`config.mk`:
```
export PLATFORM = sky130hd
export DESIGN_NAME = xmodem_crc_receiver_top_flat
export DESIGN_NICKNAME = d
export VERILOG_FILES = /design/src/rtl/core/xcr_pkg.sv /design/src/rtl/core/xcr_if.sv /design/src/rtl/core/xcr_cfg_regs.sv /design/src/rtl/core/xcr_engine.sv /design/src/rtl/core/xcr_res_buf.sv /design/src/rtl/core/xmodem_crc_receiver_top.sv /design/src/flat_wrapper.sv
export SDC_FILE = /design/constraint.sdc
export NUM_CORES = 1
export LEC_CHECK = 0
export BUFFER_PORTS_ARGS = -buffer_cell sky130_fd_sc_hd__buf_2
export CAP_MARGIN = 20
export CORE_MARGIN = 1.5
export CORE_UTILIZATION = 40
export DETAILED_ROUTE_END_ITERATION = 7
export PLACE_DENSITY = 0.58
export SLEW_MARGIN = 20
export SYNTH_ARGS = -nofsm -noshare
export SYNTH_HDL_FRONTEND = slang
export SYNTH_SLANG_ARGS = --single-unit
```
`constraint.sdc`:
```
create_clock -name clk_i -period 11.3 [get_ports clk_i]
set_clock_uncertainty 0.1 [all_clocks]
set_input_delay 2.26 -clock clk_i [delete_from_list [all_inputs] [get_ports clk_i]]
set_output_delay 2.26 -clock clk_i [all_outputs]
set_load 0.02 [all_outputs]
```
`src/rtl/core/xcr_pkg.sv`:
```
// xcr_pkg: types, codes and helper functions for the xmodem crc receiver
// no dependencies; imported by every module of the block
package xcr_pkg;

  // serial control characters
  localparam logic [7:0] CH_C   = 8'h43;
  localparam logic [7:0] CH_SOH = 8'h01;
  localparam logic [7:0] CH_STX = 8'h02;
  localparam logic [7:0] CH_EOT = 8'h04;
  localparam logic [7:0] CH_ACK = 8'h06;
  localparam logic [7:0] CH_NAK = 8'h15;
  localparam logic [7:0] CH_CAN = 8'h18;

  localparam logic [10:0] SHORT_PACKET_BYTES = 11'd128;
  localparam logic [10:0] LONG_PACKET_BYTES  = 11'd1024;
  localparam logic [15:0] CRC_POLY           = 16'h1021;
  localparam logic [7:0]  ERR_SAT            = 8'hFF;

  localparam logic [7:0]  MAX_ERRORS_RST  = 8'd3;
  localparam logic [31:0] FLASH_BASE_RST  = 32'h0800_8000;

  // most results one transaction can cause
  localparam int unsigned MAX_RES = 4;
  localparam int unsigned CNT_W   = $clog2(MAX_RES + 1);
  localparam int unsigned SLOT_W  = $clog2(MAX_RES);

  typedef enum logic [2:0] {
    PH_END, PH_HEAD, PH_NUM, PH_CMP, PH_DATA, PH_CRCH, PH_CRCL, PH_FLASH
  } phase_e;

  typedef enum logic [1:0] {
    ACT_START, ACT_BYTE, ACT_TIMEOUT, ACT_FLASH
  } action_e;

  typedef enum logic [2:0] {
    K_TX, K_DATA, K_COMMIT, K_DISCARD, K_FINISH
  } kind_e;

  typedef enum logic [1:0] {
    ST_COMPLETE, ST_CANCELLED, ST_ABORTED, ST_NO_FIRST
  } status_e;

  typedef enum logic {
    CFG_MAX_ERRORS, CFG_FLASH_BASE
  } cfg_idx_e;

  typedef struct packed {
    logic [7:0]  max_errors;
    logic [31:0] flash_base;
  } cfg_t;

  typedef struct packed {
    kind_e       kind;
    logic [7:0]  tx_byte;
    logic [7:0]  data_byte;
    logic [9:0]  data_offset;
    logic [31:0] write_address;
    logic [10:0] byte_count;
    logic        erase_first;
    status_e     end_status;
  } res_t;

  typedef struct packed {
    logic [CNT_W-1:0]   count;
    res_t [MAX_RES-1:0] slot;
  } res_bundle_t;

  // crc-16 ccitt, msb first, one byte
  function automatic logic [15:0] crc_byte(logic [15:0] crc, logic [7:0] b);
    logic [15:0] c;
    c = crc ^ {b, 8'h00};
    for (int i = 0; i < 8; i++) begin
      c = c[15] ? ({c[14:0], 1'b0} ^ CRC_POLY) : {c[14:0], 1'b0};
    end
    return c;
  endfunction

  function automatic res_t tx_res(logic [7:0] c);
    res_t r;
    r = '0;
    r.kind = K_TX;
    r.tx_byte = c;
    return r;
  endfunction

  function automatic res_t fin_res(status_e s);
    res_t r;
    r = '0;
    r.kind = K_FINISH;
    r.end_status = s;
    return r;
  endfunction

  function automatic res_t discard_res();
    res_t r;
    r = '0;
    r.kind = K_DISCARD;
    return r;
  endfunction

  function automatic res_bundle_t push(res_bundle_t b, res_t r);
    res_bundle_t o;
    o = b;
    o.slot[b.count[SLOT_W-1:0]] = r;
    o.count = b.count + 1'b1;
    return o;
  endfunction

endpackage

```
`src/rtl/core/xcr_if.sv`:
```
// xcr_if: valid/ready channel interfaces for the xmodem crc receiver
// input events, result items and configuration writes

interface xcr_in_if;
  logic       valid;
  logic       ready;
  logic [1:0] action;
  logic [7:0] rx_byte;
  logic       flash_good;

  modport source (output valid, action, rx_byte, flash_good, input ready);
  modport sink   (input valid, action, rx_byte, flash_good, output ready);
endinterface

interface xcr_out_if;
  logic        valid;
  logic        ready;
  logic [2:0]  kind;
  logic [7:0]  tx_byte;
  logic [7:0]  data_byte;
  logic [9:0]  data_offset;
  logic [31:0] write_address;
  logic [10:0] byte_count;
  logic        erase_first;
  logic [1:0]  end_status;
  logic        last;

  modport source (output valid, kind, tx_byte, data_byte, data_offset, write_address,
                  byte_count, erase_first, end_status, last, input ready);
  modport sink   (input valid, kind, tx_byte, data_byte, data_offset, write_address,
                  byte_count, erase_first, end_status, last, output ready);
endinterface

interface xcr_cfg_if;
  logic        valid;
  logic        ready;
  logic        index;
  logic [31:0] data;

  modport source (output valid, index, data, input ready);
  modport sink   (input valid, index, data, output ready);
endinterface

```
`src/rtl/core/xcr_cfg_regs.sv`:
```
// xcr_cfg_regs: configuration registers of the xmodem crc receiver
// depends on xcr_pkg and xcr_cfg_if
module xcr_cfg_regs import xcr_pkg::*; (
  input  logic      clk_i,
  input  logic      rst_ni,
  xcr_cfg_if.sink   cfg_if,
  output cfg_t      cfg_o
);

  cfg_t cfg_q, cfg_d;

  assign cfg_if.ready = 1'b1;

  always_comb begin
    cfg_d = cfg_q;
    if (cfg_if.valid) begin
      unique case (cfg_idx_e'(cfg_if.index))
        CFG_MAX_ERRORS: cfg_d.max_errors = cfg_if.data[7:0];
        CFG_FLASH_BASE: cfg_d.flash_base = cfg_if.data;
        default:        cfg_d = cfg_q;
      endcase
    end
  end

  always_ff @(posedge clk_i or negedge rst_ni) begin
    if (!rst_ni) begin
      cfg_q.max_errors <= MAX_ERRORS_RST;
      cfg_q.flash_base <= FLASH_BASE_RST;
    end else begin
      cfg_q <= cfg_d;
    end
  end

  assign cfg_o = cfg_q;

endmodule

```
`src/rtl/core/xcr_engine.sv`:
```
// xcr_engine: input register, protocol state and per-event result decoding
// depends on xcr_pkg and xcr_in_if; feeds a bundle of results to xcr_res_buf
module xcr_engine import xcr_pkg::*; (
  input  logic        clk_i,
  input  logic        rst_ni,
  xcr_in_if.sink      in_if,
  input  cfg_t        cfg_i,
  input  logic        buf_free_i,
  output logic        load_o,
  output res_bundle_t bundle_o
);

  // input register
  logic       in_vld_q;
  action_e    act_q;
  logic [7:0] byte_q;
  logic       ok_q;
  logic       advance;

  // protocol state
  phase_e      phase_q, phase_d;
  logic [7:0]  exp_q, exp_d;
  logic [7:0]  gnum_q, gnum_d;
  logic [7:0]  gcmp_q, gcmp_d;
  logic [15:0] crc_q, crc_d;
  logic [7:0]  crch_q, crch_d;
  logic [10:0] idx_q, idx_d;
  logic        long_q, long_d;
  logic [7:0]  ec_q, ec_d;
  logic        first_q, first_d;
  logic [31:0] addr_q, addr_d;

  logic [10:0] pkt_size;
  logic [10:0] idx_inc;
  logic [7:0]  ec_inc;
  logic        err_abort;
  logic [8:0]  num_sum;
  logic        pkt_bad;
  res_bundle_t res;

  assign advance     = in_vld_q && buf_free_i;
  assign in_if.ready = !in_vld_q || advance;

  always_ff @(posedge clk_i or negedge rst_ni) begin
    if (!rst_ni) begin
      in_vld_q <= 1'b0;
    end else if (in_if.ready) begin
      in_vld_q <= in_if.valid;
    end
  end

  always_ff @(posedge clk_i) begin
    if (in_if.ready && in_if.valid) begin
      act_q  <= action_e'(in_if.action);
      byte_q <= in_if.rx_byte;
      ok_q   <= in_if.flash_good;
    end
  end

  assign pkt_size  = long_q ? LONG_PACKET_BYTES : SHORT_PACKET_BYTES;
  assign idx_inc   = idx_q + 11'd1;
  assign ec_inc    = (ec_q == ERR_SAT) ? ec_q : ec_q + 8'd1;
  assign err_abort = ec_inc >= cfg_i.max_errors;
  assign num_sum   = {1'b0, gnum_q} + {1'b0, gcmp_q};
  assign pkt_bad   = (gnum_q != exp_q) || (num_sum != 9'd255) ||
                     ({crch_q, byte_q} != crc_q);

  // nak, or can can and abort once the limit is hit
  function automatic res_bundle_t err_push(res_bundle_t b, logic abort);
    res_bundle_t o;
    o = b;
    if (abort) begin
      o = push(o, tx_res(CH_CAN));
      o = push(o, tx_res(CH_CAN));
      o = push(o, fin_res(ST_ABORTED));
    end else begin
      o = push(o, tx_res(CH_NAK));
    end
    return o;
  endfunction

  always_comb begin
    phase_d = phase_q;
    exp_d   = exp_q;
    gnum_d  = gnum_q;
    gcmp_d  = gcmp_q;
    crc_d   = crc_q;
    crch_d  = crch_q;
    idx_d   = idx_q;
    long_d  = long_q;
    ec_d    = ec_q;
    first_d = first_q;
    addr_d  = addr_q;
    res     = '0;

    if (act_q == ACT_START) begin
      phase_d = PH_HEAD;
      exp_d   = 8'd1;
      gnum_d  = '0;
      gcmp_d  = '0;
      crc_d   = '0;
      crch_d  = '0;
      idx_d   = '0;
      long_d  = 1'b0;
      ec_d    = '0;
      first_d = 1'b0;
      addr_d  = cfg_i.flash_base;
      res     = push(res, tx_res(CH_C));
    end else if (phase_q != PH_END) begin
      case (act_q)
        ACT_TIMEOUT: begin
          if (phase_q == PH_FLASH) begin
            res = '0;
          end else if (phase_q == PH_HEAD && !first_q) begin
            ec_d = ec_inc;
            if (err_abort) begin
              res     = push(res, fin_res(ST_NO_FIRST));
              phase_d = PH_END;
            end else begin
              res = push(res, tx_res(CH_C));
            end
          end else begin
            // partial packet already handed out must be dropped
            if ((phase_q == PH_DATA && idx_q != '0) || phase_q == PH_CRCH ||
                phase_q == PH_CRCL) begin
              res = push(res, discard_res());
            end
            ec_d    = ec_inc;
            res     = err_push(res, err_abort);
            phase_d = err_abort ? PH_END : PH_HEAD;
          end
        end
        ACT_FLASH: begin
          if (phase_q == PH_FLASH) begin
            if (ok_q) begin
              first_d = 1'b1;
              exp_d   = exp_q + 8'd1;
              addr_d  = addr_q + {21'd0, pkt_size};
              ec_d    = '0;
              res     = push(res, tx_res(CH_ACK));
              phase_d = PH_HEAD;
            end else begin
              ec_d    = (cfg_i.max_errors == ERR_SAT) ? ERR_SAT : cfg_i.max_errors + 8'd1;
              res     = err_push(res, 1'b1);
              phase_d = PH_END;
            end
          end
        end
        ACT_BYTE: begin
          unique case (phase_q)
            PH_HEAD: begin
              if (byte_q == CH_SOH || byte_q == CH_STX) begin
                long_d  = (byte_q == CH_STX);
                idx_d   = '0;
                crc_d   = '0;
                phase_d = PH_NUM;
              end else if (byte_q == CH_EOT) begin
                res     = push(res, tx_res(CH_ACK));
                res     = push(res, fin_res(ST_COMPLETE));
                phase_d = PH_END;
              end else if (byte_q == CH_CAN) begin
                res     = push(res, fin_res(ST_CANCELLED));
                phase_d = PH_END;
              end else begin
                ec_d    = ec_inc;
                res     = err_push(res, err_abort);
                phase_d = err_abort ? PH_END : PH_HEAD;
              end
            end
            PH_NUM: begin
              gnum_d  = byte_q;
              phase_d = PH_CMP;
            end
            PH_CMP: begin
              gcmp_d  = byte_q;
              phase_d = PH_DATA;
            end
            PH_DATA: begin
              res.count               = CNT_W'(1);
              res.slot[0].kind        = K_DATA;
              res.slot[0].data_byte   = byte_q;
              res.slot[0].data_offset = idx_q[9:0];
              crc_d = crc_byte(crc_q, byte_q);
              idx_d = idx_inc;
              if (idx_inc >= pkt_size) begin
                phase_d = PH_CRCH;
              end
            end
            PH_CRCH: begin
              crch_d  = byte_q;
              phase_d = PH_CRCL;
            end
            PH_CRCL: begin
              if (gnum_q == exp_q - 8'd1) begin
                // repeat of the previous packet
                res     = push(res, discard_res());
                res     = push(res, tx_res(CH_ACK));
                ec_d    = '0;
                phase_d = PH_HEAD;
              end else if (pkt_bad) begin
                res     = push(res, discard_res());
                ec_d    = ec_inc;
                res     = err_push(res, err_abort);
                phase_d = err_abort ? PH_END : PH_HEAD;
              end else begin
                res.count                 = CNT_W'(1);
                res.slot[0].kind          = K_COMMIT;
                res.slot[0].write_address = addr_q;
                res.slot[0].byte_count    = pkt_size;
                res.slot[0].erase_first   = !first_q;
                phase_d = PH_FLASH;
              end
            end
            default: res = '0;
          endcase
        end
        default: res = '0;
      endcase
    end
  end

  always_ff @(posedge clk_i or negedge rst_ni) begin
    if (!rst_ni) begin
      phase_q <= PH_END;
      exp_q   <= 8'd1;
      gnum_q  <= '0;
      gcmp_q  <= '0;
      crc_q   <= '0;
      crch_q  <= '0;
      idx_q   <= '0;
      long_q  <= 1'b0;
      ec_q    <= '0;
      first_q <= 1'b0;
      addr_q  <= '0;
    end else if (advance) begin
      phase_q <= phase_d;
      exp_q   <= exp_d;
      gnum_q  <= gnum_d;
      gcmp_q  <= gcmp_d;
      crc_q   <= crc_d;
      crch_q  <= crch_d;
      idx_q   <= idx_d;
      long_q  <= long_d;
      ec_q    <= ec_d;
      first_q <= first_d;
      addr_q  <= addr_d;
    end
  end

  assign load_o   = advance;
  assign bundle_o = res;

  a_commit_waits_flash: assert property (@(posedge clk_i) disable iff (!rst_ni)
    (advance && res.count != '0 && res.slot[0].kind == K_COMMIT) |=> phase_q == PH_FLASH)
    else $error("commit did not enter flash wait");

  a_ended_is_silent: assert property (@(posedge clk_i) disable iff (!rst_ni)
    (advance && phase_q == PH_END && act_q != ACT_START) |-> res.count == '0)
    else $error("result produced after transfer ended");

  a_data_index_in_packet: assert property (@(posedge clk_i) disable iff (!rst_ni)
    (phase_q == PH_DATA) |-> idx_q < pkt_size)
    else $error("payload index past packet end");

endmodule

```
`src/rtl/core/xcr_res_buf.sv`:
```
// xcr_res_buf: result register holding up to four results of one event
// depends on xcr_pkg and xcr_out_if; loaded by xcr_engine
module xcr_res_buf import xcr_pkg::*; (
  input  logic        clk_i,
  input  logic        rst_ni,
  input  logic        load_i,
  input  res_bundle_t bundle_i,
  output logic        free_o,
  xcr_out_if.source   out_if
);

  res_t [MAX_RES-1:0] slot_q;
  logic [CNT_W-1:0]   cnt_q;
  logic               pop;

  assign pop    = out_if.valid && out_if.ready;
  // the last pending result leaves this cycle, so a new set may land
  assign free_o = (cnt_q == '0) || (cnt_q == CNT_W'(1) && pop);

  always_ff @(posedge clk_i or negedge rst_ni) begin
    if (!rst_ni) begin
      cnt_q <= '0;
    end else if (load_i) begin
      cnt_q <= bundle_i.count;
    end else if (pop) begin
      cnt_q <= cnt_q - CNT_W'(1);
    end
  end

  always_ff @(posedge clk_i) begin
    if (load_i) begin
      slot_q <= bundle_i.slot;
    end else if (pop) begin
      for (int i = 0; i < MAX_RES - 1; i++) begin
        slot_q[i] <= slot_q[i+1];
      end
      slot_q[MAX_RES-1] <= '0;
    end
  end

  assign out_if.valid         = (cnt_q != '0);
  assign out_if.kind          = slot_q[0].kind;
  assign out_if.tx_byte       = slot_q[0].tx_byte;
  assign out_if.data_byte     = slot_q[0].data_byte;
  assign out_if.data_offset   = slot_q[0].data_offset;
  assign out_if.write_address = slot_q[0].write_address;
  assign out_if.byte_count    = slot_q[0].byte_count;
  assign out_if.erase_first   = slot_q[0].erase_first;
  assign out_if.end_status    = slot_q[0].end_status;
  assign out_if.last          = (cnt_q == CNT_W'(1));

  a_cnt_bounded: assert property (@(posedge clk_i) disable iff (!rst_ni)
    cnt_q <= CNT_W'(MAX_RES))
    else $error("result count out of range");

  a_load_only_when_free: assert property (@(posedge clk_i) disable iff (!rst_ni)
    load_i |-> free_o)
    else $error("results overwritten before delivery");

  a_pop_drains: assert property (@(posedge clk_i) disable iff (!rst_ni)
    (pop && !load_i) |=> cnt_q == $past(cnt_q) - CNT_W'(1))
    else $error("delivered result not removed");

endmodule

```
`src/rtl/core/xmodem_crc_receiver_top.sv`:
```
// xmodem_crc_receiver_top: xmodem-crc receiver, 128 and 1k packets
// depends on xcr_pkg, xcr_if, xcr_cfg_regs, xcr_engine, xcr_res_buf
//
//  channel  dir  payload
//  in_if    in   action, rx_byte, flash_good
//  out_if   out  kind, tx_byte, data_byte, data_offset, write_address,
//                byte_count, erase_first, end_status, last
//  cfg_if   in   index (0 max_errors, 1 flash_base_address), data
//
// an event is held in the input register, then is decoded in a single
// pass (crc byte update unrolled) into up to four results in the result
// register; results leave one per cycle while out_if is ready. a new event is
// taken while the last result of the previous one is being delivered. rst_ni
// clears the control state and leaves the transfer ended until a start event.
// cfg_if is always ready.
module xmodem_crc_receiver_top import xcr_pkg::*; (
  input  logic        clk_i,
  input  logic        rst_ni,
  xcr_in_if.sink      in_if,
  xcr_out_if.source   out_if,
  xcr_cfg_if.sink     cfg_if
);

  cfg_t        cfg;
  logic        buf_free;
  logic        load;
  res_bundle_t bundle;

  xcr_cfg_regs u_cfg (
    .clk_i  (clk_i),
    .rst_ni (rst_ni),
    .cfg_if (cfg_if),
    .cfg_o  (cfg)
  );

  xcr_engine u_engine (
    .clk_i      (clk_i),
    .rst_ni     (rst_ni),
    .in_if      (in_if),
    .cfg_i      (cfg),
    .buf_free_i (buf_free),
    .load_o     (load),
    .bundle_o   (bundle)
  );

  xcr_res_buf u_res_buf (
    .clk_i    (clk_i),
    .rst_ni   (rst_ni),
    .load_i   (load),
    .bundle_i (bundle),
    .free_o   (buf_free),
    .out_if   (out_if)
  );

endmodule
```
`src/flat_wrapper.sv`:
```
// flat-port wrapper written by rule: the top's interface ports become plain ports
module xmodem_crc_receiver_top_flat import xcr_pkg::*;
  (clk_i, rst_ni, in_if_valid, in_if_action, in_if_rx_byte, in_if_flash_good, in_if_ready, out_if_valid, out_if_kind, out_if_tx_byte, out_if_data_byte, out_if_data_offset, out_if_write_address, out_if_byte_count, out_if_erase_first, out_if_end_status, out_if_last, out_if_ready, cfg_if_valid, cfg_if_index, cfg_if_data, cfg_if_ready);
  xcr_in_if in_if_i ();
  xcr_out_if out_if_i ();
  xcr_cfg_if cfg_if_i ();
  input  logic clk_i;
  input  logic rst_ni;
  input wire logic [$bits(in_if_i.valid)-1:0] in_if_valid;
  input wire logic [$bits(in_if_i.action)-1:0] in_if_action;
  input wire logic [$bits(in_if_i.rx_byte)-1:0] in_if_rx_byte;
  input wire logic [$bits(in_if_i.flash_good)-1:0] in_if_flash_good;
  output wire logic [$bits(in_if_i.ready)-1:0] in_if_ready;
  output wire logic [$bits(out_if_i.valid)-1:0] out_if_valid;
  output wire logic [$bits(out_if_i.kind)-1:0] out_if_kind;
  output wire logic [$bits(out_if_i.tx_byte)-1:0] out_if_tx_byte;
  output wire logic [$bits(out_if_i.data_byte)-1:0] out_if_data_byte;
  output wire logic [$bits(out_if_i.data_offset)-1:0] out_if_data_offset;
  output wire logic [$bits(out_if_i.write_address)-1:0] out_if_write_address;
  output wire logic [$bits(out_if_i.byte_count)-1:0] out_if_byte_count;
  output wire logic [$bits(out_if_i.erase_first)-1:0] out_if_erase_first;
  output wire logic [$bits(out_if_i.end_status)-1:0] out_if_end_status;
  output wire logic [$bits(out_if_i.last)-1:0] out_if_last;
  input wire logic [$bits(out_if_i.ready)-1:0] out_if_ready;
  input wire logic [$bits(cfg_if_i.valid)-1:0] cfg_if_valid;
  input wire logic [$bits(cfg_if_i.index)-1:0] cfg_if_index;
  input wire logic [$bits(cfg_if_i.data)-1:0] cfg_if_data;
  output wire logic [$bits(cfg_if_i.ready)-1:0] cfg_if_ready;
  assign in_if_i.valid = in_if_valid;
  assign in_if_i.action = in_if_action;
  assign in_if_i.rx_byte = in_if_rx_byte;
  assign in_if_i.flash_good = in_if_flash_good;
  assign in_if_ready = in_if_i.ready;
  assign out_if_valid = out_if_i.valid;
  assign out_if_kind = out_if_i.kind;
  assign out_if_tx_byte = out_if_i.tx_byte;
  assign out_if_data_byte = out_if_i.data_byte;
  assign out_if_data_offset = out_if_i.data_offset;
  assign out_if_write_address = out_if_i.write_address;
  assign out_if_byte_count = out_if_i.byte_count;
  assign out_if_erase_first = out_if_i.erase_first;
  assign out_if_end_status = out_if_i.end_status;
  assign out_if_last = out_if_i.last;
  assign out_if_i.ready = out_if_ready;
  assign cfg_if_i.valid = cfg_if_valid;
  assign cfg_if_i.index = cfg_if_index;
  assign cfg_if_i.data = cfg_if_data;
  assign cfg_if_ready = cfg_if_i.ready;
  xmodem_crc_receiver_top u_core (.clk_i(clk_i), .rst_ni(rst_ni), .in_if(in_if_i), .out_if(out_if_i), .cfg_if(cfg_if_i));
endmodule
```
==> results list, run 1 <==
* Outcome: complete, no violations
* Clock tree from TritonCTS: yes
- Synthesis handed over a netlist of 1280 instances.
- Gate power share: 34.3%
- Skew-Pair Late Insertion Delay: 0.54 ns
- For this run, the detailed router's first-pass iteration total came to 5.
- The wire-length estimate of the detail-placed layout is 21040 um.
- Clock network fraction of total power: 25.5%
- Number of antenna violations at the first check in global routing: 0
* Wire length on met2: 13690 um
- Summed over all nets, the switching power comes to 1.187 mW.
* List of cells traversed by the critical path: buf_2 > nand2_1 > nand3_1 > buf_2
- Async SR Flop Fraction: 63.52%
- Final hold violation count: 0
* Synthesized cell area: 0.01298 mm^2
* P_leak: 5.915 nW
* FF-to-FF path depth: 16
- Maximum clock rate: 0.1976 GHz
- Detailed router's first-iteration violation count: 572
* Full die area: 0.03353 mm^2
* Element type at the critical path end: primary output
- In this run the worst hold path is classified as reg -> reg.
- Post-Route Utilization: 44.81%
- DRC: 0
- At the end of routability-driven placement, the weighted congestion stood at 0.8787.
- The worst-case IR drop observed on VDD is 0.1127 mV.
* Max cap viols: 0
- After floorplanning, the core was sized to cover 0.03172 mm^2.
- Area after DPL: 0.01339 mm^2
- Relative area change from synthesis to final layout: 9.516%
- Uppermost layer routed: met4
* Min cycle time layout: 5.061 ns
* Via/cell ratio: 5.431
* Fraction of layout cells with a size suffix above 1: 18.30%
- In this run switching power makes up 36.93% of total power.
- In this run, flip-flops and latches consume 40.2% of the power.
- Internal Dissipation: 2.027 mW
- Headroom to the max-slew limit came out at 34.06%.
- The detailed router put a total of 14510 um of wire on met1.
- At the pin with the least slew margin, the transition time is 0.9890 ns.
- Syn_area_per_cell: 10.14 um^2
- In this run the critical register-to-register path is launched from u_core.u_engine.ec_q[0]$_DFFE_PN0P_.
- Unrepaired setup endpoints after global routing: false
- Sum Neg Setup Slack: 0 ns
* Critical Path Max Stage Delay: 0.17 ns
* Critical register-to-register path endpoint: u_core.u_res_buf.out_if.tx_byte[4]$_DFFE_PP_
- The die is 183.1 um wide.
- Fin nets: 1402
* Cell occurring most often along the worst timing path: buf_2
- Count of warnings emitted by yosys: 0
- After detailed routing, the average wire length per cell comes to 17.36 um.
- In this run the number of H-tree levels came out at 1.
* Count of cells resized by post-cts repair: 0
- Across all layers, the routed design uses 9422 vias.
- Buffers inserted during post-CTS setup optimization: 0
- Aggregate routed wire length: 30130 um
* Root buffer cell: clkbuf_16
- Clock transition at the registers of the reported paths: 0.06 ns
- Total clock buffers created by CTS: 27
- CP max FO: 4
* Routed length on met3: 1450 um
- Leaving out fill and tap cells, the most frequent cell in the layout is dfrtp_1.
- Slack of the worst reg-to-reg path: 7.06 ns
* Final setup violating endpoints: 0
* Min-Delay Startpoint: u_core.u_cfg.cfg_o[8]$_DFFE_PN0P_
- For this design, the slowest cell found on the critical path is buf_2.
- Along the worst hold path, the cell count comes to 1.
- The first global-routing pass estimated 49120 um of wire.
- Counting the fill cells in the layout gives 3055.
- Final slew viol count: 0
- Buffers inserted to repair hold after CTS numbered 0.
- Entering global routing, the biggest net connects 102 pins.
* Cell area power density: 226.2 mW/mm^2
- Timing analysis after detailed placement gives a worst setup slack of 6.171 ns.
- Data arrives at the worst endpoint at 2.70 ns.
* Hold Crit Endpoint: u_core.u_cfg.cfg_o[8]$_DFFE_PN0P_
- Final instance area: 0.01421 mm^2
- Sequential elements use 48.25% of the synthesized area.
* Gr ovfl total: 0
* Number of rows created at floorplan: 65
* #FFs+latches synth: 233
* Y dimension of the die: 183.1 um
* Setup WS post-layout: 6.239 ns
- Final period util: 44.79%
- Via count of the first global-routing pass: 9255
* Most frequent cells in the layout: dfrtp_1, buf_2, nand2_1
- Top flip-flop cell by instance count after synthesis: dfrtp_1
- Worst-case clock buffer depth: 3
- Yosys mapped a number of flops with a built-in enable equal to 85.
- Count of nets left with antenna violations after detail routing: 0
- Buffers placed on the I/O ports in this run total 115.
- Worst endpoint required time: 8.94 ns
- The repair_antennas step left the layout with diodes totalling 0.
- Clk sink count: 233
- Kind of start point of the critical path: input pin
- For this configuration, the core starts out at a cell density of 40.92%.
* I/O pin total: 128
- Post-synthesis cell type count: 78
* Path type of the worst setup path: in -> out
- Total global-route track usage: 18.24%
## how the worst max path moves through the flow
stage | from | to | slack (ns) | depth (start not counted)
finish | out_if_ready | in_if_ready | 6.24 | 4
global route | out_if_ready | in_if_ready | 6.21 | 4
CTS | out_if_ready | in_if_ready | 6.24 | 4
detailed placement | out_if_ready | u_core.u_res_buf.out_if.write_address[15]$_SDFFCE_PP0P_ | 6.17 | 7
global placement | out_if_ready | in_if_ready | 6.24 | 4
floorplan | out_if_ready | in_if_ready | 6.43 | 2
## logic make-up (layout without fill, tap and decap cells)
logic type | count (synthesis) | after routing | share of synthesized area [%]
flip-flops | 233 | 233 | 48.25
multiplexers | 71 | 71 | 6.035
adder cells (fa/ha/maj) | 41 | 41 | 4.011
other | 2 | 12 | 0.05787
AND/OR/NAND/NOR | 411 | 411 | 16.19
buffers and inverters | 176 | 219 | 7.491
AO/OA/AOI/OAI | 282 | 282 | 13.64
XOR/XNOR | 64 | 64 | 4.319
## Yosys cell counts (4+ instances only)
cell type	instances	share of area, %
nand2b_1	10	0.48
or4_1	4	0.23
and2_1	45	2.2
buf_1	5	0.14
nor4b_1	5	0.34
dfrtp_1	143	28
o31ai_1	17	0.98
buf_2	6	0.23
nand2_1	113	3.3
a21oi_1	65	2.5
nor3_1	39	1.5
or2_2	4	0.19
nor2_1	60	1.7
a211oi_1	9	0.52
mux2_2	58	5.0
buf_4	75	4.3
inv_1	40	1.2
xor2_1	23	1.6
nand3_1	56	2.2
a21boi_0	4	0.23
nand4_1	8	0.39
o21ai_0	89	3.4
ha_1	40	3.9
o22ai_1	19	0.92
mux2i_1	13	1.0
a22oi_1	4	0.23
nor3b_1	5	0.29
o2111ai_1	4	0.27
edfxtp_1	85	20
and3_1	21	1.0
a31oi_1	15	0.72
clkbuf_1	46	1.3
o21a_1	4	0.23
nor4_1	4	0.19
or3_1	6	0.29
xnor2_1	41	2.8
and4_1	4	0.27
nor2b_1	15	0.72
a21o_1	12	0.69
dfstp_2	5	1.0
## sequential cells by signal (all words and copies together), names as in the netlist, 3 cells and up
signal and count:
u_core.u_engine.byte_q 8, u_core.u_engine.ec_q 8, u_core.u_res_buf.out_if.tx_byte 6, u_core.u_engine.addr_q 32, u_core.u_engine.crc_q 16, u_core.u_res_buf.slot_q 10, u_core.u_res_buf.out_if.data_offset 10, u_core.u_res_buf.out_if.write_address 32
u_core.u_engine.idx_q 11, u_core.u_res_buf.out_if.data_byte 8, u_core.u_cfg.cfg_o 40, u_core.u_engine.gcmp_q 8, u_core.u_engine.exp_q 8, u_core.u_engine.gnum_q 8, u_core.u_res_buf.cnt_q 3, u_core.u_engine.crch_q 8
u_core.u_res_buf.out_if.kind 3, u_core.u_engine.phase_q 3
## per-layer routing
metal	global-route usage, %	vias up
met2	29.20	233
met4	4.361	0
met5	0	-
met3	2.462	35
li1	-	4587
met1	26.21	4567
## power by group through the flow
| stage | combinational (mW) | sequential [mW] | clock [mW] |
|---|---|---|---|
| final | 1.10 | 1.29 | 0.819 |
| after global routing | 1.22 | 1.32 | 0.877 |
| after CTS | 1.11 | 1.30 | 0.843 |
| after detailed placement | 1.10 | 1.31 | 0 |
| after global placement | 1.09 | 1.31 | 0 |
| after floorplan | 0.941 | 1.24 | 0 |
## cell type report
cell class / count / area [um^2] / share of cell area (%)
Timing Repair Buffer: 128 / 679.4 / 4.780
Clock buffer: 40 / 774.5 / 5.449
Inverter: 41 / 155.1 / 1.092
Sequential cell: 233 / 6262 / 44.06
Tap cell: 402 / 503.0 / 3.539
Multi-Input combinational cell: 881 / 5786 / 40.71
Clock inverter: 10 / 52.55 / 0.3698
## worst max-delay path, delay by kind of cell
kind / cells / cell delay, ns
buffers and inverters: 2 / 0.29
and+or+nand+nor: 2 / 0.14
## per-stage QoR
stage / cells / power (mW) / hold slack, ns
after floorplan: 1290 / 2.186 / 0.3672
after global placement: 1685 / 2.400 / 0.3845
after detailed placement: 1685 / 2.416 / 0.3949
after CTS: 1735 / 3.250 / 0.4086
after global routing: 1735 / 3.421 / 0.4230
final: 1735 / 3.215 / 0.4029
Note: power is estimated with default switching activity, not from simulation.
==> inputs of run 2 (changes only) <==
--- a/config.mk
+++ b/config.mk
@@ -10,7 +10,7 @@
 export CORE_MARGIN = 1.5
 export CORE_UTILIZATION = 40
 export DETAILED_ROUTE_END_ITERATION = 7
-export PLACE_DENSITY = 0.58
+export PLACE_DENSITY = 0.6
 export SLEW_MARGIN = 20
 export SYNTH_ARGS = -nofsm -noshare
 export SYNTH_HDL_FRONTEND = slang
==> constraint.sdc (replaced) <==
create_clock -name clk_i -period 4.6 [get_ports clk_i]
set_clock_uncertainty 0.1 [all_clocks]
set_input_delay 0.92 -clock clk_i [delete_from_list [all_inputs] [get_ports clk_i]]
set_output_delay 0.92 -clock clk_i [all_outputs]
set_load 0.02 [all_outputs]
==> run 2 against run 1 <==
Die area is the same; non-clock buffer count is 3 higher; cell area increased by 1.2%; total power rose to 2.6 times the previous value; worst hold slack got worse by 0.013 ns; worst setup slack got worse by 5.8 ns; sequential share of layout area shrank 0.52 points; wire length is 0.58% higher; critical path depth is 12 higher; critical path type is now reg -> reg; largest power group unchanged.
==> results list, run 2 (synthesized netlist as in run 1, its figures left out) <==
- Worst endpoint required time: 4.91 ns (-4.03 ns)
* Area after DPL: 0.01342 mm^2 (+0.26%)
- Kind of start point of the critical path: flip-flop
- The endpoint identified for the worst register-to-register timing path is u_core.u_res_buf.out_if.tx_byte[4]$_DFFE_PP_.
* Number of antenna violations at the first check in global routing: 0 (unchanged)
- The largest vdd supply drop was 0.3050 mV (+170%).
- The post-layout total power came to 8.206 mW (+160%).
- CTS H-tree depth: 1 (unchanged)
- The number of DRC violations after detailed-routing iteration 0 is 597 (+4.4%).
- The initial cell density of the core came to 40.92% (unchanged).
- Maximum clock rate: 0.2394 GHz
- The count of filler cells inserted in the layout is 3031 (-0.79%).
- The path depth of the worst reg2reg path was 16 (unchanged).
- Y dimension of the die: 183.1 um (unchanged)
- Fin nets: 1405 (+0.21%)
- CP Data Arrival Time: 4.49 ns (+1.79 ns)
- The total half-perimeter wirelength after legalization and detailed placement is 21480 um (+2.1%).
* Clk sink count: 233 (unchanged)
- The setup violation total in the final timing report is 0 (unchanged).
* CP max FO: 14 (+10)
* Worst slew margin: 38.26% (+4.2 points)
- The TritonCTS buffer count came to 27 (unchanged).
- The count of buffers from port buffering was 115 (unchanged).
- The vias after detailed routing came to 9512 (+0.96%).
* Cell area power density: 570.6 mW/mm^2 (+150%)
- Clock tree from TritonCTS: yes
* Via/cell ratio: 5.473 (+0.78%)
- The die width was 183.1 um (unchanged).
- The sum of overflow across all layers after global routing came to 0 (unchanged).
- Final slew viol count: 0 (unchanged)
- Dpl ws: 0.4388 ns (-5.732 ns)
- Worst-case clock buffer depth: 3 (unchanged)
- The mean routed wirelength per cell was 17.43 um (+0.41%).
* Max cap viols: 0 (unchanged)
- Max reg flops: 40 (unchanged)
- Skew-Pair Late Insertion Delay: 0.54 ns (about the same)
- The number of DRC violations after detailed routing is 0 (unchanged).
- The number of iterations in the first detailed-routing pass came to 5 (unchanged).
- The final-report hold violation count came to 0 (unchanged).
- Relative area change from synthesis to final layout: 10.82%
- The run finished with clean final reports.
- The hold buffer count at CTS came to 0 (unchanged).
- Sum Neg Setup Slack: 0 ns (unchanged)
* P_leak: 5.998 nW (+1.4%)
- Clock transition at the registers of the reported paths: 0.06 ns (about the same)
* Setup WS post-layout: 0.4227 ns (-5.816 ns)
- I/O pin total: 128 (unchanged)
- The critical path in this run is classified as reg -> reg.
- The standard cell core area came to 0.03172 mm^2 (unchanged).
- Wire length of the first global-routing pass: 49470 um (+0.70%)
* Number of rows created at floorplan: 65 (unchanged)
- The worst-margin pin slew is 0.9200 ns (-0.06908 ns).
- Count of nets left with antenna violations after detail routing: 0 (unchanged)
- Aggregate routed wire length: 30300 um (+0.58%)
- Most frequent cells in the layout: dfrtp_1, buf_2, nand2_1
- Buffers inserted during post-CTS setup optimization: 0 (unchanged)
* Fraction of layout cells with a size suffix above 1: 18.94% (+0.63 points)
- The global placement routability congestion is 0.9237 (+5.1%).
- The area of the die is 0.03353 mm^2 (unchanged).
- In the finished design, the share of the clock period the worst path needs comes to 90.81%.
- Via count of the first global-routing pass: 9096 (-1.7%)
* Most common cell after layout, fill and taps aside: dfrtp_1
- Setup repair after global routing left no endpoint under its margin.
- Final instance area: 0.01438 mm^2 (+1.2%)
- The number of diodes was 0 (unchanged).
* Root buffer cell: clkbuf_16
- Hold Crit Class: in -> async
- The post-cts sizing count came to 0 (unchanged).
- Start of the worst register-to-register path: u_core.u_engine.ec_q[0]$_DFFE_PN0P_
- The total routing usage reported by global routing is 18.31% (+0.076 points).
- Pin count of the biggest net entering global routing: 90 (-12%)
* Element type at the critical path end: flip-flop
* Final hold slack: 0.3901 ns (-0.01281 ns)
* Slack of the worst reg-to-reg path: 0.42 ns (-6.64 ns)
* Min cycle time layout: 4.177 ns
## run 2: critical path, stage by stage (launching register included)
cell      delay (ns)
dfrtp_1         0.41
ha_1            0.24
and2_1          0.21
nand4_1         0.17
nor2b_1         0.31
nand3_1         0.13
xnor2_1         0.24
ha_1            0.30
a22o_1          0.18
nor4_1          0.21
o21ai_0         0.10
and2_1          0.26
inv_1           0.39
ha_1            0.27
o21ai_0         0.10
a311oi_1        0.32
a21o_1          0.11
## run 2: area by class of cell
cell class / instances / area [um^2] / area share [%]
sequential: 233 / 6262 / 43.54
multi-input combinational: 881 / 5786 / 40.23
clock buffer: 39 / 800.8 / 5.568
timing repair buffer: 131 / 714.4 / 4.968
tap: 402 / 503.0 / 3.497
clock inverter: 11 / 160.2 / 1.114
inverter: 41 / 155.1 / 1.079
## run 2: worst max path at each step
stage                                         from                                           end  slack, ns
4_1_cts        u_core.u_engine.ec_q[0]$_DFFE_PN0P_  u_core.u_res_buf.out_if.tx_byte[4]$_DFFE_PP_       0.42
5_1_grt        u_core.u_engine.ec_q[0]$_DFFE_PN0P_  u_core.u_res_buf.out_if.tx_byte[4]$_DFFE_PP_       0.08
6_report       u_core.u_engine.ec_q[0]$_DFFE_PN0P_  u_core.u_res_buf.out_if.tx_byte[4]$_DFFE_PP_       0.42
2_1_floorplan  u_core.u_engine.ec_q[0]$_DFFE_PN0P_  u_core.u_res_buf.out_if.tx_byte[4]$_DFFE_PP_       0.75
3_5_place_dp   u_core.u_engine.ec_q[0]$_DFFE_PN0P_  u_core.u_res_buf.out_if.tx_byte[4]$_DFFE_PP_       0.44
3_3_place_gp   u_core.u_engine.ec_q[0]$_DFFE_PN0P_  u_core.u_res_buf.out_if.tx_byte[4]$_DFFE_PP_       0.59
## run 2: metrics by stage
| stage | cells | util (%) |
|---|---|---|
| 2_1_floorplan | 1290 | - |
| 3_3_place_gp | 1688 | 42.31 |
| 3_5_place_dp | 1688 | 42.31 |
| 4_1_cts | 1738 | 45.34 |
| 5_1_grt | 1738 | 45.34 |
| 6_report | 1738 | 45.34 |
## run 2: power by group
group          internal [mW]  leakage (nW)  switching (mW)  total [mW]
clock                   1.43         0.475           0.854        2.28
combinational           1.04          2.80            1.71        2.75
sequential              2.79          2.73           0.386        3.18
total                   5.26          6.00            2.95        8.21
## run 2: per-layer routing
metal / vias to the layer above / track usage, % / share of wire [%]
met1: 4611 / 26.01 / 47
met3: 45 / 2.740 / 5.1
li1: 4598 / - / -
met5: - / 0 / 0
met4: 0 / 5.705 / 2.4
met2: 258 / 28.84 / 45
==> inputs of run 3 (changes only) <==
--- a/config.mk
+++ b/config.mk
@@ -7,7 +7,6 @@
 export LEC_CHECK = 0
 export BUFFER_PORTS_ARGS = -buffer_cell sky130_fd_sc_hd__buf_2
 export CAP_MARGIN = 20
-export CORE_MARGIN = 1.5
 export CORE_UTILIZATION = 40
 export DETAILED_ROUTE_END_ITERATION = 7
 export PLACE_DENSITY = 0.6
==> run 3 against run 2 <==
Die area shrank 1.1%; total power fell by 3.8%; sequential share of layout area rose by 0.42 points; largest power group unchanged; highest routed layer unchanged.
==> results list, run 3 (synthesized netlist as in run 1, its figures left out) <==
- Among the stages of the critical path, the cell type that occurs most often is ha_1.
* Most frequent cells in the layout: dfrtp_1, buf_2, nand2_1
- The worst setup path is launched from a flip-flop.
- The standard cell core area came to 0.03172 mm^2 (unchanged).
- Pre-Repair DR Iteration Count: 6 (+1)
- Number of antenna violations at the first check in global routing: 0 (unchanged)
- Maximum clock rate: 0.2408 GHz (+0.58%)
- The clock-pin slew on the worst setup and hold paths came to 0.06 ns (about the same).
* Total global-route track usage: 18.28% (-0.034 points)
- Fin nets: 1404 (-0.071%)
* Initial core utilization: 40.92% (unchanged)
- FF-to-FF path depth: 16 (unchanged)
- Setup WS post-layout: 0.4468 ns (+0.02409 ns)
- The setup TNS is 0 ns (unchanged).
- The antenna violation net count after detailed routing came to 0 (unchanged).
- The final-report hold violation count came to 0 (unchanged).
* CTS H-tree depth: 1 (unchanged)
- Count of filler cells inserted in the layout: 3025 (-0.20%)
- The part of the total power dissipated in the clock network is 25.2% (-2.6 points).
- The count of buffers from port buffering came to 115 (unchanged).
* Wire length of the first global-routing pass: 49020 um (-0.89%)
* Routed len/inst: 17.35 um (-0.47%)
* Gr ovfl total: 0 (unchanged)
- The power density of the placed cells came to 554.4 mW/mm^2 (-2.8%).
- Critical Path Max Stage Delay: 0.41 ns (about the same)
* Number of antenna cells inserted: 0 (unchanged)
- The area of the die was 0.03317 mm^2 (-1.1%).
- Count of cells resized by post-cts repair: 0 (unchanged)
- Final period util: 90.29% (-0.52 points)
- Unrepaired setup endpoints after global routing: false
- The area occupied by multi-input gates came to 0.005786 mm^2 (unchanged).
- Final setup violating endpoints: 0 (unchanged)
- CP max FO: 14 (unchanged)
- The switching power total was 2.907 mW (-1.4%).
- The number of DRC violations after detailed-routing iteration 0 was 604 (+1.2%).
* Number of rows created at floorplan: 65 (unchanged)
* List of cells traversed by the critical path: ha_1 > and2_1 > nand4_1 > nor2b_1 > nand3_1 > xnor2_1 > ha_1 > a22o_1 > nor4_1 > o21ai_0 > and2_1 > inv_1 > ha_1 > o21ai_0 > a311oi_1 > a21o_1
- Max reg flops: 40 (unchanged)
* Number of non-filler instances in the completed layout: 1736 (-0.12%)
- The data arrival at the endpoint of the critical path is 4.46 ns (-0.03 ns).
- The relative max-transition margin was 27.75% (-11 points).
* Element type at the critical path end: flip-flop
- Routed via count: 9456 (-0.59%)
- The pre-CTS setup slack came to 0.5189 ns (+0.08007 ns).
- Crit-path leading delay family: simple AND/OR/NAND/NOR gates
- The largest vdd supply drop is 0.3301 mV (+8.2%).
* Placer's final routability congestion estimate: 0.9391 (+1.7%)
- Via/cell ratio: 5.447 (-0.47%)
* Overall die width: 182.1 um (-0.55%)
* Gate power share: 34.6% (+1.1 points)
* Number of placed instances, taps included: 1688 (unchanged)
- The switching portion of total power is 36.81% (+0.90 points).
- The count of buffering cells on the critical path with inverters included is 1 (unchanged).
* Outcome: complete, no violations
- The TritonCTS buffer count was 26 (-3.7%).
- Y dimension of the die: 182.1 um (-0.55%)
- The area used by sequential logic in the layout was 0.006262 mm^2 (unchanged).
* DRC: 0 (unchanged)
* Most common cell after layout, fill and taps aside: dfrtp_1
* Post-detailed-placement half-perimeter wirelength: 21220 um (-1.2%)
- Hold Crit Class: in -> async
- Number of buffers added to fix hold violations after cts: 0 (unchanged)
- Critical path depth in cells: 16 (unchanged)
- Aggregate routed wire length: 30120 um (-0.58%)
- Worst endpoint required time: 4.91 ns (about the same)
- The tree is rooted in a clkbuf_16.
* Pin count of the biggest net entering global routing: 106 (+18%)
* Final instance area: 0.01424 mm^2 (-0.96%)
- Actual transition at the worst max-transition pin: 1.081 ns (+0.1610 ns)
- Max cap viols: 0 (unchanged)
* Via count of the first global-routing pass: 9123 (+0.30%)
* Clock tree from TritonCTS: yes
- P_leak: 5.924 nW (-1.2%)
- Buffers inserted during post-CTS setup optimization: 0 (unchanged)
* Fraction of layout cells with a size suffix above 1: 18.44% (-0.50 points)
* CP max-delay cell: dfrtp_1
- The TritonCTS sink count came to 233 (unchanged).
- Worst-case clock buffer depth: 3 (unchanged)
* Area after DPL: 0.01342 mm^2 (unchanged)
- Relative area change from synthesis to final layout: 9.757%
* Part of the total power dissipated in sequential elements: 40.3% (+1.6 points)
- Final slew viol count: 0 (unchanged)
- I/O pin total: 128 (unchanged)
- The shortest clock period the worst path allows after layout is 4.153 ns (-0.02409 ns).
- Internal Dissipation: 4.990 mW (-5.1%)
- Path type of the worst setup path: reg -> reg
- Skew-Pair Late Insertion Delay: 0.53 ns (about the same)
run 3: changes by cell type in the layout (fill, tap and decap cells not counted):
| cell | before | now |
|---|---|---|
| clkinv_4 | 1 | 0 |
| clkbuf_8 | 8 | 5 |
| clkinv_1 | 3 | 5 |
| clkbuf_1 | 4 | 7 |
| clkinv_2 | 4 | 5 |
| bufinv_16 | 4 | 1 |
| clkinvlp_4 | 0 | 1 |
| buf_6 | 1 | 0 |
| clkinv_8 | 0 | 1 |
| clkbuf_16 | 27 | 26 |
| inv_6 | 1 | 0 |
run 3: final cells by class:
| cell class | count | area share [%] |
|---|---|---|
| Sequential cell | 233 | 43.97 |
| Multi-Input combinational cell | 881 | 40.62 |
| Clock buffer | 37 | 5.139 |
| Timing Repair Buffer | 131 | 5.033 |
| Tap cell | 402 | 3.531 |
| Inverter | 41 | 1.089 |
| Clock inverter | 11 | 0.6237 |
run 3: final timing paths:
kind / slack [ns] / startpoint / end
hold / removal: 0.39 / rst_ni / u_core.u_engine.crc_q[13]$_DFFE_PN0P_
setup / recovery: 0.45 / u_core.u_engine.ec_q[0]$_DFFE_PN0P_ / u_core.u_res_buf.out_if.tx_byte[4]$_DFFE_PP_
min in group clk_i: 0.40 / u_core.u_cfg.cfg_o[4]$_DFFE_PN0P_ / u_core.u_engine.addr_q[4]$_DFFE_PN0P_
setup reg to reg: 0.45 / u_core.u_engine.ec_q[0]$_DFFE_PN0P_ / u_core.u_res_buf.out_if.tx_byte[4]$_DFFE_PP_
hold reg to reg: 0.40 / u_core.u_cfg.cfg_o[4]$_DFFE_PN0P_ / u_core.u_engine.addr_q[4]$_DFFE_PN0P_
max in group asynchronous: 3.12 / rst_ni / u_core.u_cfg.cfg_o[15]$_DFFE_PN1P_
run 3: power groups by stage:
stage          clock network [mW]  registers (mW)  logic, mW
2_1_floorplan                   0            3.06       2.31
3_3_place_gp                    0            3.21       2.69
3_5_place_dp                    0            3.22       2.74
4_1_cts                      2.04            3.18       2.75
5_1_grt                      2.14            3.25       3.02
6_report                     1.99            3.18       2.73
run 3: metal layers:
layer | GRT usage [%] | up-vias | wire length, um
met5 | 0 | - | 0
met3 | 2.754 | 31 | 1466
li1 | - | 4599 | -
met4 | 4.067 | 0 | 412
met2 | 29.85 | 233 | 14070
met1 | 25.64 | 4593 | 14180
run 3: worst reg2reg max path, delay by kind of cell (launching register included):
| family | cells | cell delay (ns) |
|---|---|---|
| and+or+nand+nor | 6 | 1.32 |
| AOI/OAI and AO/OA | 5 | 0.79 |
| adders and majority gates | 3 | 0.78 |
| xor gates and xnor gates | 1 | 0.20 |
| DFF | 1 | 0.41 |
| buffers and inverters | 1 | 0.41 |
run 3: metrics by stage:
| stage | util [%] | hold slack [ns] | total power, mW |
|---|---|---|---|
| floorplan | - | 0.3672 | 5.370 |
| global placement | 42.31 | 0.3820 | 5.901 |
| detailed placement | 42.31 | 0.3896 | 5.954 |
| CTS | 44.90 | 0.4063 | 7.972 |
| global route | 44.91 | 0.4135 | 8.415 |
| finish | 44.91 | 0.3894 | 7.897 |
